<file path="config.mk">
export PLATFORM = sky130hd
export DESIGN_NAME = genotype_concordance_counter_top
export DESIGN_NICKNAME = d
export VERILOG_FILES = /design/src/rtl/gtc_pkg.sv /design/src/rtl/gtc_sample_scan.sv /design/src/rtl/genotype_concordance_counter_top.sv
export SDC_FILE = /design/constraint.sdc
export NUM_CORES = 1
export LEC_CHECK = 0
export BUFFER_PORTS_ARGS = -buffer_cell sky130_fd_sc_hd__buf_2
export CAP_MARGIN = 25
export CORE_ASPECT_RATIO = 0.75
export CORE_MARGIN = 2
export CORE_UTILIZATION = 29
export DETAILED_ROUTE_END_ITERATION = 8
export PLACE_DENSITY = 0.39
export SLEW_MARGIN = 20
export SYNTH_ARGS = -nofsm -noshare
export SYNTH_HDL_FRONTEND = slang
export SYNTH_HIERARCHICAL = 1
export SYNTH_SLANG_ARGS = --single-unit
export TNS_END_PERCENT = 1
</file>
<file path="constraint.sdc">
create_clock -name aclk -period 20.3 [get_ports aclk]
set_input_delay 4.06 -clock aclk [delete_from_list [all_inputs] [get_ports aclk]]
set_output_delay 4.06 -clock aclk [all_outputs]
set_load 0.03 [all_outputs]
</file>
<file path="src/rtl/gtc_pkg.sv">
`default_nettype none
// ----------------------------------------------------------------------------
// gtc_pkg
// Shared types and constants for the genotype concordance counter.
// ----------------------------------------------------------------------------
package gtc_pkg;

    localparam int CODE_W        = 32;   // width of one sample's slot bytes
    localparam int SLOT_BYTES    = CODE_W / 8;
    localparam int MAX_SLOTS_DEF = 4;
    localparam int ALLELE_W      = 7;    // slot byte shifted right by one
    localparam int CNT_W         = 32;
    localparam int NUM_PAIRS     = 16;
    localparam int RIDX_W        = 5;
    localparam int COUNT_W       = 3;

    localparam logic [7:0]        VEC_END    = 8'h81;
    localparam logic [RIDX_W-1:0] BIAS_INDEX = RIDX_W'(NUM_PAIRS);

    localparam logic ACT_COUNT = 1'b0;
    localparam logic ACT_READ  = 1'b1;

    typedef enum logic [1:0] {
        CLS_REF = 2'd0,
        CLS_HET = 2'd1,
        CLS_HOM = 2'd2,
        CLS_UNC = 2'd3
    } cls_t;

    typedef enum logic [1:0] {
        CFG_DOT_AS_REF  = 2'd0,
        CFG_EXPORT_UNC  = 2'd1,
        CFG_OUTPUT_EN   = 2'd2
    } cfg_idx_t;

    typedef struct packed {
        cls_t                cls;
        logic [ALLELE_W-1:0] lo;
        logic [ALLELE_W-1:0] hi;
    } scan_t;

endpackage
`default_nettype wire

</file>
<file path="src/rtl/gtc_sample_scan.sv">
`default_nettype none
// ----------------------------------------------------------------------------
// gtc_sample_scan
// Scans one sample's genotype slots and returns its class and allele range.
// ----------------------------------------------------------------------------
module gtc_sample_scan
    import gtc_pkg::*;
#(
    parameter int MAX_SLOTS = MAX_SLOTS_DEF
) (
    input  wire logic [CODE_W-1:0]  codes,
    input  wire logic [COUNT_W-1:0] slot_count,
    input  wire logic               dot_as_ref,
    output scan_t                   result
);

    localparam int EXT_W = 8 * MAX_SLOTS;

    logic [EXT_W-1:0]    codes_ext;
    logic [7:0]          slot_byte;
    logic [ALLELE_W-1:0] cur;
    logic [ALLELE_W-1:0] prev;
    logic                running;
    logic                first;
    cls_t                cls;
    logic [ALLELE_W-1:0] lo;
    logic [ALLELE_W-1:0] hi;

    // slots past the code field read as a missing allele
    generate
        if (EXT_W > CODE_W) begin : g_pad
            assign codes_ext = {{(EXT_W - CODE_W){1'b0}}, codes};
        end else if (EXT_W == CODE_W) begin : g_same
            assign codes_ext = codes;
        end else begin : g_trunc
            assign codes_ext = codes[EXT_W-1:0];
        end
    endgenerate

    always_comb begin
        cls       = CLS_UNC;
        lo        = '0;
        hi        = '0;
        prev      = '0;
        running   = 1'b1;
        first     = 1'b1;
        slot_byte = '0;
        cur       = '0;
        for (int k = 0; k < MAX_SLOTS; k++) begin
            slot_byte = codes_ext[8*k +: 8];
            cur       = slot_byte[7:1];
            if (running && (k < int'(slot_count)) && (slot_byte != VEC_END)) begin
                if (cur == '0) begin
                    cls = dot_as_ref ? CLS_REF : CLS_UNC;
                end else if (first || (cur == prev)) begin
                    cls = (cur > ALLELE_W'(1)) ? CLS_HOM : CLS_REF;
                end else begin
                    cls = CLS_HET;
                end
                if (first) begin
                    lo = cur;
                    hi = cur;
                end else if (cur < lo) begin
                    lo = cur;
                end else if (cur > hi) begin
                    hi = cur;
                end
                prev  = cur;
                first = 1'b0;
            end else begin
                running = 1'b0;
            end
        end
    end

    assign result.cls = cls;
    assign result.lo  = lo;
    assign result.hi  = hi;

endmodule
`default_nettype wire

</file>
<file path="src/rtl/genotype_concordance_counter_top.sv">
`default_nettype none
// ----------------------------------------------------------------------------
// genotype_concordance_counter_top
// Classifies reference/test genotype pairs and keeps the concordance matrix.
// ----------------------------------------------------------------------------
// Usage:
//   s_* channel: one record or counter read per transfer (s_action selects).
//   m_* channel: exactly one result per input transfer, in order.
//   cfg_*: single-cycle register writes, issued only while the block is idle.
// Path: the input register takes an item at its transfer, and the result register
//   takes it from there once the result is free. Throughput: one item per
//   cycle while m_ready is high; the scan of all slots and the
//   counter increment fit in one register stage.
// Counters are updated as the item moves into the result register, so a
//   read that follows a record sees that record counted.
// Reset (aresetn low, synchronous) clears all 17 counters, the config bits
//   and both valid flags; no clearing pass is needed.
// When m_ready is low the result holds; the input register still takes one
//   more item, after which s_ready drops until the result is taken.
// ----------------------------------------------------------------------------
module genotype_concordance_counter_top
    import gtc_pkg::*;
#(
    parameter int MAX_SLOTS = MAX_SLOTS_DEF
) (
    input  wire logic               aclk,
    input  wire logic               aresetn,

    input  wire logic               s_valid,
    output logic                    s_ready,
    input  wire logic               s_action,
    input  wire logic               s_genotype_present,
    input  wire logic [COUNT_W-1:0] s_slot_count,
    input  wire logic [CODE_W-1:0]  s_ref_codes,
    input  wire logic [CODE_W-1:0]  s_test_codes,
    input  wire logic [RIDX_W-1:0]  s_read_index,

    output logic                    m_valid,
    input  wire logic               m_ready,
    output logic [1:0]              m_ref_class,
    output logic [1:0]              m_test_class,
    output logic                    m_skipped,
    output logic                    m_het_range_mismatch,
    output logic                    m_export_record,
    output logic [CNT_W-1:0]        m_counter_value,

    input  wire logic               cfg_wr_en,
    input  wire logic [1:0]         cfg_index,
    input  wire logic               cfg_wdata
);

    // config
    logic dot_as_ref_reg;
    logic export_unc_reg;
    logic output_en_reg;

    // input register
    logic               in_valid_reg;
    logic               in_action_reg;
    logic               in_present_reg;
    logic [COUNT_W-1:0] in_count_reg;
    logic [CODE_W-1:0]  in_ref_codes_reg;
    logic [CODE_W-1:0]  in_test_codes_reg;
    logic [RIDX_W-1:0]  in_read_index_reg;

    // counters
    logic [CNT_W-1:0] pair_cnt_reg [NUM_PAIRS];
    logic [CNT_W-1:0] bias_cnt_reg;

    // result register
    logic             out_valid_reg;
    logic [1:0]       ref_class_reg,  ref_class_next;
    logic [1:0]       test_class_reg, test_class_next;
    logic             skipped_reg,    skipped_next;
    logic             mismatch_reg,   mismatch_next;
    logic             export_reg,     export_next;
    logic [CNT_W-1:0] counter_reg,    counter_next;

    scan_t ref_scan;
    scan_t test_scan;
    logic  advance;
    logic  is_count;
    logic  mismatch;
    logic  class_differs;
    logic  any_uncovered;
    logic  do_count;
    logic [3:0] pair_idx;

    gtc_sample_scan #(.MAX_SLOTS(MAX_SLOTS)) u_ref_scan (
        .codes      (in_ref_codes_reg),
        .slot_count (in_count_reg),
        .dot_as_ref (dot_as_ref_reg),
        .result     (ref_scan)
    );

    gtc_sample_scan #(.MAX_SLOTS(MAX_SLOTS)) u_test_scan (
        .codes      (in_test_codes_reg),
        .slot_count (in_count_reg),
        .dot_as_ref (dot_as_ref_reg),
        .result     (test_scan)
    );

    assign advance = in_valid_reg && (!out_valid_reg || m_ready);
    assign s_ready = !in_valid_reg || advance;

    always_ff @(posedge aclk) begin
        if (!aresetn) begin
            dot_as_ref_reg <= 1'b0;
            export_unc_reg <= 1'b0;
            output_en_reg  <= 1'b0;
        end else if (cfg_wr_en) begin
            case (cfg_index)
                CFG_DOT_AS_REF: dot_as_ref_reg <= cfg_wdata;
                CFG_EXPORT_UNC: export_unc_reg <= cfg_wdata;
                CFG_OUTPUT_EN:  output_en_reg  <= cfg_wdata;
                default: ;
            endcase
        end
    end

    always_ff @(posedge aclk) begin
        if (!aresetn) begin
            in_valid_reg <= 1'b0;
        end else if (s_ready) begin
            in_valid_reg <= s_valid;
        end
    end

    always_ff @(posedge aclk) begin
        if (s_valid && s_ready) begin
            in_action_reg     <= s_action;
            in_present_reg    <= s_genotype_present;
            in_count_reg      <= s_slot_count;
            in_ref_codes_reg  <= s_ref_codes;
            in_test_codes_reg <= s_test_codes;
            in_read_index_reg <= s_read_index;
        end
    end

    assign is_count      = (in_action_reg == ACT_COUNT) && in_present_reg;
    assign mismatch      = (ref_scan.cls == CLS_HET) && (test_scan.cls == CLS_HET)
                           && ((ref_scan.lo != test_scan.lo) || (ref_scan.hi != test_scan.hi));
    assign class_differs = ref_scan.cls != test_scan.cls;
    assign any_uncovered = (ref_scan.cls == CLS_UNC) || (test_scan.cls == CLS_UNC);
    assign pair_idx      = {ref_scan.cls, test_scan.cls};
    assign do_count      = advance && is_count;

    always_comb begin
        ref_class_next  = '0;
        test_class_next = '0;
        skipped_next    = 1'b0;
        mismatch_next   = 1'b0;
        export_next     = 1'b0;
        counter_next    = '0;
        if (in_action_reg == ACT_READ) begin
            if (in_read_index_reg < BIAS_INDEX) begin
                counter_next = pair_cnt_reg[in_read_index_reg[3:0]];
            end else if (in_read_index_reg == BIAS_INDEX) begin
                counter_next = bias_cnt_reg;
            end
        end else if (!in_present_reg) begin
            skipped_next = 1'b1;
        end else begin
            ref_class_next  = ref_scan.cls;
            test_class_next = test_scan.cls;
            mismatch_next   = mismatch;
            export_next     = output_en_reg
                              && (mismatch
                                  || (class_differs && (!any_uncovered || export_unc_reg)));
        end
    end

    // each counter increments in place; only the read side is muxed
    always_ff @(posedge aclk) begin
        if (!aresetn) begin
            for (int i = 0; i < NUM_PAIRS; i++) begin
                pair_cnt_reg[i] <= '0;
            end
            bias_cnt_reg <= '0;
        end else if (do_count) begin
            if (mismatch) begin
                bias_cnt_reg <= bias_cnt_reg + CNT_W'(1);
            end else begin
                pair_cnt_reg[pair_idx] <= pair_cnt_reg[pair_idx] + CNT_W'(1);
            end
        end
    end

    always_ff @(posedge aclk) begin
        if (!aresetn) begin
            out_valid_reg <= 1'b0;
        end else if (advance) begin
            out_valid_reg <= 1'b1;
        end else if (m_ready) begin
            out_valid_reg <= 1'b0;
        end
    end

    always_ff @(posedge aclk) begin
        if (advance) begin
            ref_class_reg  <= ref_class_next;
            test_class_reg <= test_class_next;
            skipped_reg    <= skipped_next;
            mismatch_reg   <= mismatch_next;
            export_reg     <= export_next;
            counter_reg    <= counter_next;
        end
    end

    assign m_valid              = out_valid_reg;
    assign m_ref_class          = ref_class_reg;
    assign m_test_class         = test_class_reg;
    assign m_skipped            = skipped_reg;
    assign m_het_range_mismatch = mismatch_reg;
    assign m_export_record      = export_reg;
    assign m_counter_value      = counter_reg;

endmodule
`default_nettype wire

</file>
==> results.json, run 1 <==
{
  "synth_edf_count": 625,
  "final_cells": 4710,
  "post-route-period-util_pct": 48.6,
  "power_density_nw_per_um2": 88.9,
  "cts.sinks": 666,
  "cp_top_family": "simple AND/OR/NAND/NOR gates",
  "clockPowerShare_pct": 38.0,
  "antenna_found_initial": 16,
  "antenna_left": 0,
  "grt_pass1_vias": 26300,
  "fin_total_pwr_uw": 3810,
  "place_congestion": 0.866,
  "ir_drop_uv": 56.8,
  "clk_latency_ns": 0.69,
  "yosysWarnings": 6,
  "clkTransAtPathRegs_ns": 0.06,
  "fp-row-count": 114,
  "p_switching_uw": 1150,
  "syn-cell-area_um2": 38000,
  "initial_utilization_pct": 29.4,
  "drt_first_iter_violations": 2924,
  "synthArstFlopShare_pct": 0,
  "cp-end-kind": "register",
  "cts_tree": "yes",
  "synthFlopType": "edfxtp_1",
  "totalWireLength_um": 139000,
  "core_um2": 129000,
  "cp.arrival_ns": 10.23,
  "hpwl_um": 86500,
  "cp.depth": 32,
  "pre_cts_ws_ns": 10.24,
  "syn_nets": 3001,
  "hold_path.class": "reg2reg",
  "rrSetupSlack_ns": 10.43,
  "syn_inst": 2853,
  "busiest_layer": "met1",
  "die_w_um": 422,
  "wl_per_cell_um": 29.4,
  "clock.fmax_mhz": 101,
  "synth.avg_cell_area_um2": 13.3,
  "die_h_um": 317,
  "setup_viol": 0,
  "cts_max_level": 3,
  "final-hold-violation-count": 0,
  "clockBufferDepth": 3,
  "numCtsBuffers": 79,
  "n_fill_cell": 12700,
  "r2r-start": "in_test_codes_reg[2]$_DFFE_PP_",
  "cts_resized": 0,
  "via_count": 26400,
  "critPathMostFrequentCell": "nand2_1",
  "finClkSkew_ns": 0.0364,
  "grt_pass1_wl_um": 197000,
  "crit_type": "reg2reg",
  "endpoint": "pair_cnt_reg[5][20]$_SDFFCE_PN0P_",
  "drv_cap": 0,
  "finalNetCount": 3052,
  "final_util_pct": 33.1,
  "dp_cells": 4556,
  "cp.required_ns": 20.66,
  "rsz0062_at_grt": "false",
  "outcome": "complete, no violations",
  "grt_use_met1_pct": 29.8,
  "drc": 0,
  "clock-root-buffer": "clkbuf_16",
  "p_leak_uw": 0.0148,
  "syn2layout_area_growth_pct": 12.7,
  "grt.total_usage_pct": 20.4,
  "combPwrFrac_pct": 20.0,
  "cp_num_buf_inv": 3,
  "grt_max_degree": 94,
  "finalCriticalPeriod_ns": 9.87,
  "worst_slack_ns": 10.43,
  "ioPinCount": 123,
  "r2r_cells": 32,
  "path_max_fanout": 33,
  "ys_seq_area_share_pct": 51.6,
  "die-area_um2": 134000,
  "seqPwrFrac_pct": 42.1,
  "p_int_uw": 2660,
  "r2r-end": "pair_cnt_reg[5][20]$_SDFFCE_PN0P_",
  "crit_path_start_kind": "register",
  "worst_slew_pin_slew_ns": 1.04,
  "netSwitchingFraction_pct": 30.3,
  "hold_buffers": 0,
  "viasPerCell": 5.60,
  "portBuffers": 122,
  "synth_cell_types": 94,
  "totalNegativeSetupSlack_ns": 0,
  "slew_viol_final": 0,
  "max_stage_delay_ns": 0.84,
  "slew_headroom_pct": 30.3,
  "startpoint": "in_test_codes_reg[2]$_DFFE_PP_",
  "dr.pass1.iters": 6,
  "postSynthRegisterBits": 666,
  "largest_reg_flops": 512,
  "cpMaxStageDelayCell": "nor4_2",
  "use_met3_pct": 6.80,
  "grt.met2_usage_pct": 29.4,
  "layout-drive-gt1-share_pct": 25.4,
  "cts_setup_buffers": 0,
  "grt.overflow.total": 0
}
-- metrics by stage --
| step | instance area, um2 | hold WS [ns] |
|---|---|---|
| 3_3_place_gp | 40100 | 0.491 |
| 2_1_floorplan | 38000 | 0.476 |
| 3_5_place_dp | 40200 | 0.491 |
| 6_report | 42800 | 0.502 |
| 5_1_grt | 42800 | 0.537 |
| 4_1_cts | 42700 | 0.504 |
-- final cells by class --
| class | instances | area [um2] | area share, % |
|---|---|---|---|
| Clock inverter | 46 | 463 | 1.08 |
| Sequential cell | 666 | 19600 | 45.8 |
| Antenna cell | 2 | 5.00 | 0.0117 |
| Tap cell | 1740 | 2180 | 5.08 |
| Inverter | 59 | 223 | 0.520 |
| Timing Repair Buffer | 208 | 1310 | 3.05 |
| Multi-Input combinational cell | 1890 | 17000 | 39.6 |
| Clock buffer | 99 | 2080 | 4.86 |
-- cell usage after synthesis (10+ instances only) --
master    count  share of area (%)
buf_12       12               0.63
buf_1        17               0.17
ha_1         66                2.2
nand2b_1     10               0.16
nor2_1      283                2.8
xor2_1       35               0.81
o21ai_1      11               0.14
a21o_1       14               0.28
o21ai_0      52               0.69
xnor2_1      38               0.88
nor3_1       37               0.49
mux2i_1      67                1.8
mux4_1       24                1.7
or3_1        19               0.31
buf_6        16               0.47
dfxtp_1      41                2.2
clkbuf_1    121                1.2
nor4_1       21               0.35
mux4_2      270                 16
a21oi_2      32               0.74
and2_1       33               0.54
inv_1        59               0.58
nand2_1     145                1.4
a22oi_1      45               0.89
a21oi_1     333                4.4
nor2b_1      81                1.3
nand3_1      39               0.51
a211oi_1     16               0.32
buf_2        46               0.61
edfxtp_1    625                 49
nand4_1      33               0.54
-- kinds of logic (layout without fill, tap and decap cells) --
logic type	Yosys count	after routing	synth area share, %
AND/OR/NAND/NOR	779	779	10.5
flip-flops	666	666	51.6
adder cells (fa/ha/maj)	66	66	2.17
other	0	2	0
AO/OA/AOI/OAI	596	596	9.86
buffers and inverters	297	412	4.25
multiplexers	374	374	19.9
XOR/XNOR	75	75	1.77
-- power groups by stage --
stage | combinational, uW | clock, uW | sequential (uW)
finish | 761 | 1450 | 1600
floorplan | 517 | 0 | 1610
detailed placement | 750 | 0 | 1630
global placement | 744 | 0 | 1630
global route | 816 | 1530 | 1610
CTS | 753 | 1480 | 1600
-- placed cells by master (no fill, tap or decap), drive strengths merged, types with 18 or more instances in the layout --
cell and n:
nor2 283, nor3 37, clkbuf 100, nor2b 81, ha 66, dfxtp 41, mux4 295, nor4 27
edfxtp 625, inv 65, or3 20, o21ai 69, clkinv 29, xor2 35, a211oi 18, nand2 150
a21oi 369, mux2i 67, a22oi 45, buf 207, and2 33, xnor2 40, nand3 41, nand4 36
-- worst min path at each step --
| stage | startpoint | end | slack [ns] | depth (start not counted) |
|---|---|---|---|---|
| detailed placement | in_read_index_reg[1]$_DFFE_PP_ | register | 0.49 | 1 |
| global placement | in_read_index_reg[1]$_DFFE_PP_ | register | 0.49 | 1 |
| floorplan | in_read_index_reg[0]$_DFFE_PP_ | register | 0.48 | 1 |
| finish | in_read_index_reg[1]$_DFFE_PP_ | register | 0.50 | 1 |
| global route | in_read_index_reg[1]$_DFFE_PP_ | register | 0.54 | 1 |
| CTS | in_read_index_reg[1]$_DFFE_PP_ | register | 0.50 | 1 |
-- metal layers --
metal | vias up | wire length (um)
met1 | 13800 | 63300
li1 | 11300 | -
met3 | 161 | 13600
met2 | 1119 | 59200
met5 | - | 92
met4 | 12 | 2400
-- worst reg2reg max path, delay by kind of cell, from the launching register on --
kind	cells	cell delay, ns
adders and majority gates	3	0.98
AOI/OAI and AO/OA	11	2.19
xor gates and xnor gates	1	0.10
and+or+nand+nor	12	4.24
buffers and inverters	3	0.70
DFF	1	0.53
muxes	2	0.78
Note: power is estimated with default switching activity, not from simulation.
==> run 2: changes to the inputs <==
--- a/config.mk
+++ b/config.mk
@@ -11,7 +11,7 @@
 export CORE_MARGIN = 2
 export CORE_UTILIZATION = 29
 export DETAILED_ROUTE_END_ITERATION = 8
-export PLACE_DENSITY = 0.39
+export PLACE_DENSITY = 0.41
 export SLEW_MARGIN = 20
 export SYNTH_ARGS = -nofsm -noshare
 export SYNTH_HDL_FRONTEND = slang
==> constraint.sdc (replaced) <==
create_clock -name aclk -period 8.38 [get_ports aclk]
set_input_delay 1.676 -clock aclk [delete_from_list [all_inputs] [get_ports aclk]]
set_output_delay 1.676 -clock aclk [all_outputs]
set_load 0.03 [all_outputs]
==> run 2 against run 1 <==
Effect of this change: global-route usage decreased by 0.14 points; sequential share of layout area fell by 0.75 points; via count rose by 2.0%; clock skew down 0.0090 ns; setup slack got worse by 10 ns; sequential power rose by 140%; critical endpoint is now pair_cnt_reg[5][6]$_SDFFCE_PN0P_; highest routed layer unchanged.
==> results.json, run 2 (synthesized netlist as in run 1, its figures left out) <==
{
  "hpwl_um": 85100,
  "cp-end-kind": "register",
  "grt.total_usage_pct": 20.3,
  "antenna_found_initial": 9,
  "r2r_cells": 32,
  "r2r-start": "in_ref_codes_reg[1]$_DFFE_PP_",
  "outcome": "complete, no violations",
  "drv_cap": 0,
  "grt_pass1_vias": 26800,
  "mostFrequentLayoutCells": "edfxtp_1, a21oi_1, nor2_1",
  "via_count": 26900,
  "p_leak_uw": 0.0152,
  "cts_tree": "yes",
  "die-area_um2": 134000,
  "clk_latency_ns": 0.67,
  "cp.required_ns": 8.74,
  "hold_buffers": 0,
  "final_cells": 4769,
  "endpoint": "pair_cnt_reg[5][6]$_SDFFCE_PN0P_",
  "cpMaxStageDelayCell": "or4b_4",
  "n_fill_cell": 12700,
  "initial_utilization_pct": 29.4,
  "path_max_fanout": 19,
  "diodes": 0,
  "finClkSkew_ns": 0.0274,
  "drt_first_iter_violations": 3227,
  "clockBufferDepth": 3,
  "viasPerCell": 5.64,
  "slew_headroom_pct": 31.7,
  "layout-drive-gt1-share_pct": 27.4,
  "layout_commonest_cell": "edfxtp_1",
  "grt.overflow.total": 0,
  "core_um2": 129000,
  "finalCriticalPeriod_ns": 7.98,
  "max_stage_delay_ns": 0.62,
  "multi_input_area_um2": 17200,
  "cts.sinks": 666,
  "clkTransAtPathRegs_ns": 0.06,
  "totalWireLength_um": 138000,
  "grt_max_degree": 98,
  "numCtsBuffers": 78,
  "critPathMostFrequentCell": "ha_1",
  "portBuffers": 122,
  "worst_slew_pin_slew_ns": 1.02,
  "final-hold-violation-count": 0,
  "fp-row-count": 114,
  "power_density_nw_per_um2": 208,
  "drc": 0,
  "die_w_um": 422,
  "cts_max_level": 3,
  "largest_reg_flops": 512,
  "dr.pass1.iters": 6,
  "ir_drop_uv": 149,
  "r2r-end": "pair_cnt_reg[5][6]$_SDFFCE_PN0P_",
  "post-route-period-util_pct": 95.3,
  "wl_per_cell_um": 28.9,
  "startpoint": "in_ref_codes_reg[1]$_DFFE_PP_",
  "finalNetCount": 3120,
  "crit_path_start_kind": "register",
  "hold_path.class": "reg2reg",
  "grt_pass1_wl_um": 197000,
  "syn2layout_area_growth_pct": 14.6,
  "slew_viol_final": 0,
  "ioPinCount": 123,
  "antenna_left": 0,
  "dp_cells": 4615,
  "fin_area_um2": 43600,
  "placed_area_um2": 40900,
  "crit_type": "reg2reg",
  "setup_viol": 0,
  "place_congestion": 0.906,
  "clock.fmax_mhz": 125,
  "cp.arrival_ns": 8.35,
  "rsz0062_at_grt": "false",
  "clock-root-buffer": "clkbuf_16",
  "register_area_um2": 19600,
  "rrSetupSlack_ns": 0.40,
  "die_h_um": 317
}
[run 2: cell types whose count changed in the layout (fill, tap and decap cells not counted), moves of 10 or more]
cell and delta:
buf_12 +15, nand2_4 +17, nand2_2 -12, mux2i_1 -11
mux2i_2 +10, buf_4 +55
[run 2: per-stage QoR]
step | setup TNS, ns | total power (uW) | util [%] | hold slack, ns | worst slack [ns]
2_1_floorplan | 0 | 5150 | - | 0.476 | 0.428
3_3_place_gp | -13.51 | 5820 | 31.6 | 0.495 | -0.210
3_5_place_dp | -20.51 | 5840 | 31.6 | 0.498 | -0.292
4_1_cts | 0 | 9120 | 33.5 | 0.510 | 0.0145
5_1_grt | 0 | 9420 | 33.7 | 0.552 | 0.0117
6_report | 0 | 9080 | 33.7 | 0.508 | 0.396
[run 2: area by class of cell]
cell class,instances,share of cell area [%]
clock buffer,110,5.00
clock inverter,27,0.408
inverter,59,0.511
multi-input combinational,1890,39.4
sequential,666,45.0
tap,1740,5.00
timing repair buffer,277,4.63
[run 2: routing by layer]
metal,global-route usage (%),up-vias,share of wire [%]
li1,-,11400,-
met1,30.8,14000,47
met2,28.6,1299,42
met3,5.02,196,8.9
met4,4.98,6,2.3
met5,0,-,0.029
[run 2: worst min-delay path by stage]
stage,from,cells after the start,to,slack (ns)
detailed placement,in_read_index_reg[1]$_DFFE_PP_,1,register,0.50
finish,in_read_index_reg[1]$_DFFE_PP_,1,register,0.51
global route,bias_cnt_reg[28]$_SDFFE_PN0P_,2,bias_cnt_reg[28]$_SDFFE_PN0P_,0.55
CTS,in_read_index_reg[1]$_DFFE_PP_,1,register,0.51
floorplan,in_read_index_reg[0]$_DFFE_PP_,1,register,0.48
global placement,in_read_index_reg[1]$_DFFE_PP_,1,register,0.50
[run 2: what timing repair did]
item / in CTS / in global routing
endpoints found under the setup margin: 91 / 98
buffers inserted: 1 / 15
pin swaps: 1 / 5
gates resized for setup: 2 / 36
hold endpoints to repair: 0 / 0
[run 2: critical path: cells and delay by family (launching register included)]
kind,cells,cell delay [ns]
buffers and inverters,4,0.70
AND/OR/NAND/NOR,9,2.04
AO/OA/AOI/OAI,13,2.61
flip-flops,1,0.47
adder cells (fa/ha/maj),3,0.91
XOR/XNOR,1,0.14
multiplexers,2,0.78
[run 2: power breakdown]
| part | switching, uW | internal [uW] |
|---|---|---|
| Sequential | 112 | 3760 |
| Combinational | 1190 | 758 |
| Clock | 1420 | 1840 |
| Total | 2720 | 6360 |
==> run 3: changes to the inputs <==
--- a/config.mk
+++ b/config.mk
@@ -12,9 +12,10 @@
 export CORE_UTILIZATION = 29
 export DETAILED_ROUTE_END_ITERATION = 8
 export PLACE_DENSITY = 0.41
+export RECOVER_POWER = 25
+export SETUP_SLACK_MARGIN = 0.05
 export SLEW_MARGIN = 20
 export SYNTH_ARGS = -nofsm -noshare
 export SYNTH_HDL_FRONTEND = slang
 export SYNTH_HIERARCHICAL = 1
 export SYNTH_SLANG_ARGS = --single-unit
-export TNS_END_PERCENT = 1
==> run 3 against run 2 <==
Effect of this change: combinational power about the same; first-iteration DRC count down 3.0%; sequential power about the same; the run now ends with capacitance limit, slew limit left; largest power group unchanged; utilization down 0.14 points; flip-flop and latch count unchanged; cell count about the same; highest routed layer unchanged; critical path depth down 10.
==> results.json, run 3 (synthesized netlist as in run 1, its figures left out) <==
{
  "mostFrequentLayoutCells": "edfxtp_1, a21oi_1, nor2_1",
  "syn2layout_area_growth_pct": 14.1,
  "grt.total_usage_pct": 20.3,
  "worstPathCellList": "nor4b_1 -> and2_0 -> nor2_1 -> clkbuf_1 -> nand2_1 -> o311ai_0 -> xnor2_1 -> nor4_1 -> o21a_1 -> a211oi_1 -> buf_6 -> buf_4 -> mux4_2 -> a22oi_1 -> nand2_1 -> clkbuf_1 -> and4_1 -> nand2_1 -> buf_4 -> or4b_1 -> buf_4 -> a21oi_1",
  "finalNetCount": 3118,
  "die-area_um2": 134000,
  "whs_ns": 0.508,
  "layout_commonest_cell": "edfxtp_1",
  "slew_viol_final": 248,
  "die_w_um": 422,
  "cp.required_ns": 8.88,
  "rsz0062_at_grt": "false",
  "fp-row-count": 114,
  "cp.depth": 22,
  "outcome": "complete, but fails checks",
  "layout-drive-gt1-share_pct": 25.0,
  "place_congestion": 0.906,
  "largest_reg_flops": 512,
  "cts_tree": "yes",
  "cts_max_level": 3,
  "startpoint": "in_test_codes_reg[13]$_DFFE_PP_",
  "p_leak_uw": 0.0150,
  "cts.sinks": 666,
  "holdCritStartpoint": "in_read_index_reg[1]$_DFFE_PP_",
  "final_cells": 4767,
  "antenna_left": 0,
  "min_path_cells": 1,
  "hpwl_um": 85100,
  "die_h_um": 317,
  "clkTransAtPathRegs_ns": 0.06,
  "max_stage_delay_ns": 1.36,
  "post-route-period-util_pct": 95.0,
  "clockBufferDepth": 3,
  "wl_per_cell_um": 28.9,
  "clock-root-buffer": "clkbuf_16",
  "diodes": 0,
  "hold_path.class": "reg2reg",
  "r2r-start": "in_test_codes_reg[13]$_DFFE_PP_",
  "ioPinCount": 123,
  "grt_pass1_vias": 26900,
  "path_max_fanout": 21,
  "grt.overflow.total": 0,
  "viasPerCell": 5.65,
  "cp_num_buf_inv": 6,
  "r2r_cells": 22,
  "cp_top_family": "simple AND/OR/NAND/NOR gates",
  "violations": "capacitance limit, slew limit",
  "via_count": 26900,
  "drv_cap": 8,
  "ir_drop_uv": 150,
  "antenna_found_initial": 9,
  "cpMaxStageDelayCell": "a211oi_1",
  "worst_slew_pin_slew_ns": 3.25,
  "rrSetupSlack_ns": 0.42,
  "dr.pass1.iters": 5,
  "totalWireLength_um": 138000,
  "r2r-end": "pair_cnt_reg[0][27]$_SDFFCE_PN0P_",
  "finClkSkew_ns": 0.0262,
  "grt_max_degree": 98,
  "clk_latency_ns": 0.67,
  "portBuffers": 122,
  "crit_type": "reg2reg",
  "drc": 0,
  "final-hold-violation-count": 0,
  "power_density_nw_per_um2": 209,
  "drt_first_iter_violations": 3130,
  "clock.fmax_mhz": 126,
  "numCtsBuffers": 78,
  "grt_pass1_wl_um": 197000,
  "cp-end-kind": "register",
  "cp.arrival_ns": 8.46,
  "dp_cells": 4615,
  "setup_viol": 0,
  "finalCriticalPeriod_ns": 7.96,
  "crit_path_start_kind": "register",
  "core_um2": 129000,
  "initial_utilization_pct": 29.4,
  "slew_headroom_pct": -116
}
-- run 3: changes by cell type in the layout (fill, tap and decap cells not counted), moves of 2 or more --
| cell | before | now |
|---|---|---|
| nand2_4 | 17 | 15 |
| clkbuf_2 | 0 | 2 |
| clkbuf_1 | 25 | 87 |
| and2_0 | 0 | 2 |
| buf_2 | 122 | 69 |
| nand2_2 | 20 | 17 |
| nand2_1 | 113 | 118 |
| buf_4 | 135 | 122 |
-- run 3: area by class of cell --
type,count,area [um2]
fill,12700,86000
sequential,666,19600
multi-input combinational,1890,17100
tap,1740,2180
clock buffer,110,2180
timing repair buffer,275,1870
inverter,59,223
clock inverter,27,178
-- run 3: power breakdown --
group	switching [uW]	internal (uW)	leakage (uW)	total [uW]
sequential	113	3770	0.00672	3880
combinational	1190	754	0.00713	1940
clock	1410	1840	0.00115	3250
total	2710	6360	0.0150	9070
-- run 3: routing by layer --
metal  wire length, um  track usage [%]  vias up
met4              3180             4.98        6
met2             57400             28.6     1315
met1             64600             30.8    14000
met3             12600             5.02      197
li1                  -                -    11400
met5                40                0        -
-- run 3: stage by stage --
stage                     setup WS, ns  utilization, %  total power [uW]  setup TNS, ns  area, um2
final                            0.421            33.5              9070              0      43400
after global routing            0.0368            33.5              9420              0      43400
after CTS                       0.0671            33.5              9120              0      43300
after detailed placement        -0.292            31.6              5840         -20.51      40900
after global placement          -0.210            31.6              5820         -13.51      40900
after floorplan                  0.428               -              5150              0      38000
-- run 3: worst register-to-register path, cell delays in order, from the launching register on --
cell	delay [ns]
edfxtp_1	0.57
nor4b_1	0.55
and2_0	0.40
nor2_1	0.21
clkbuf_1	0.26
nand2_1	0.10
o311ai_0	0.25
xnor2_1	0.23
nor4_1	0.08
o21a_1	0.20
a211oi_1	1.36
buf_6	0.29
buf_4	0.43
mux4_2	0.36
a22oi_1	0.08
nand2_1	0.20
clkbuf_1	0.61
and4_1	0.39
nand2_1	0.07
buf_4	0.22
or4b_1	0.53
buf_4	0.22
a21oi_1	0.19
-- run 3: how the worst max path moves through the flow --
stage | endpoint
final | pair_cnt_reg[0][27]$_SDFFCE_PN0P_
after detailed placement | pair_cnt_reg[5][16]$_SDFFCE_PN0P_
after floorplan | pair_cnt_reg[5][0]$_SDFFCE_PN0P_
after global routing | pair_cnt_reg[5][13]$_SDFFCE_PN0P_
after CTS | bias_cnt_reg[30]$_SDFFE_PN0P_
after global placement | pair_cnt_reg[5][12]$_SDFFCE_PN0P_
-- run 3: timing repair --
item,4_1_cts,5_1_grt
endpoints found under the setup margin,96,98
resized for setup,3,35
pin swaps,1,6
buffers inserted,1,13
hold buffers,0,0
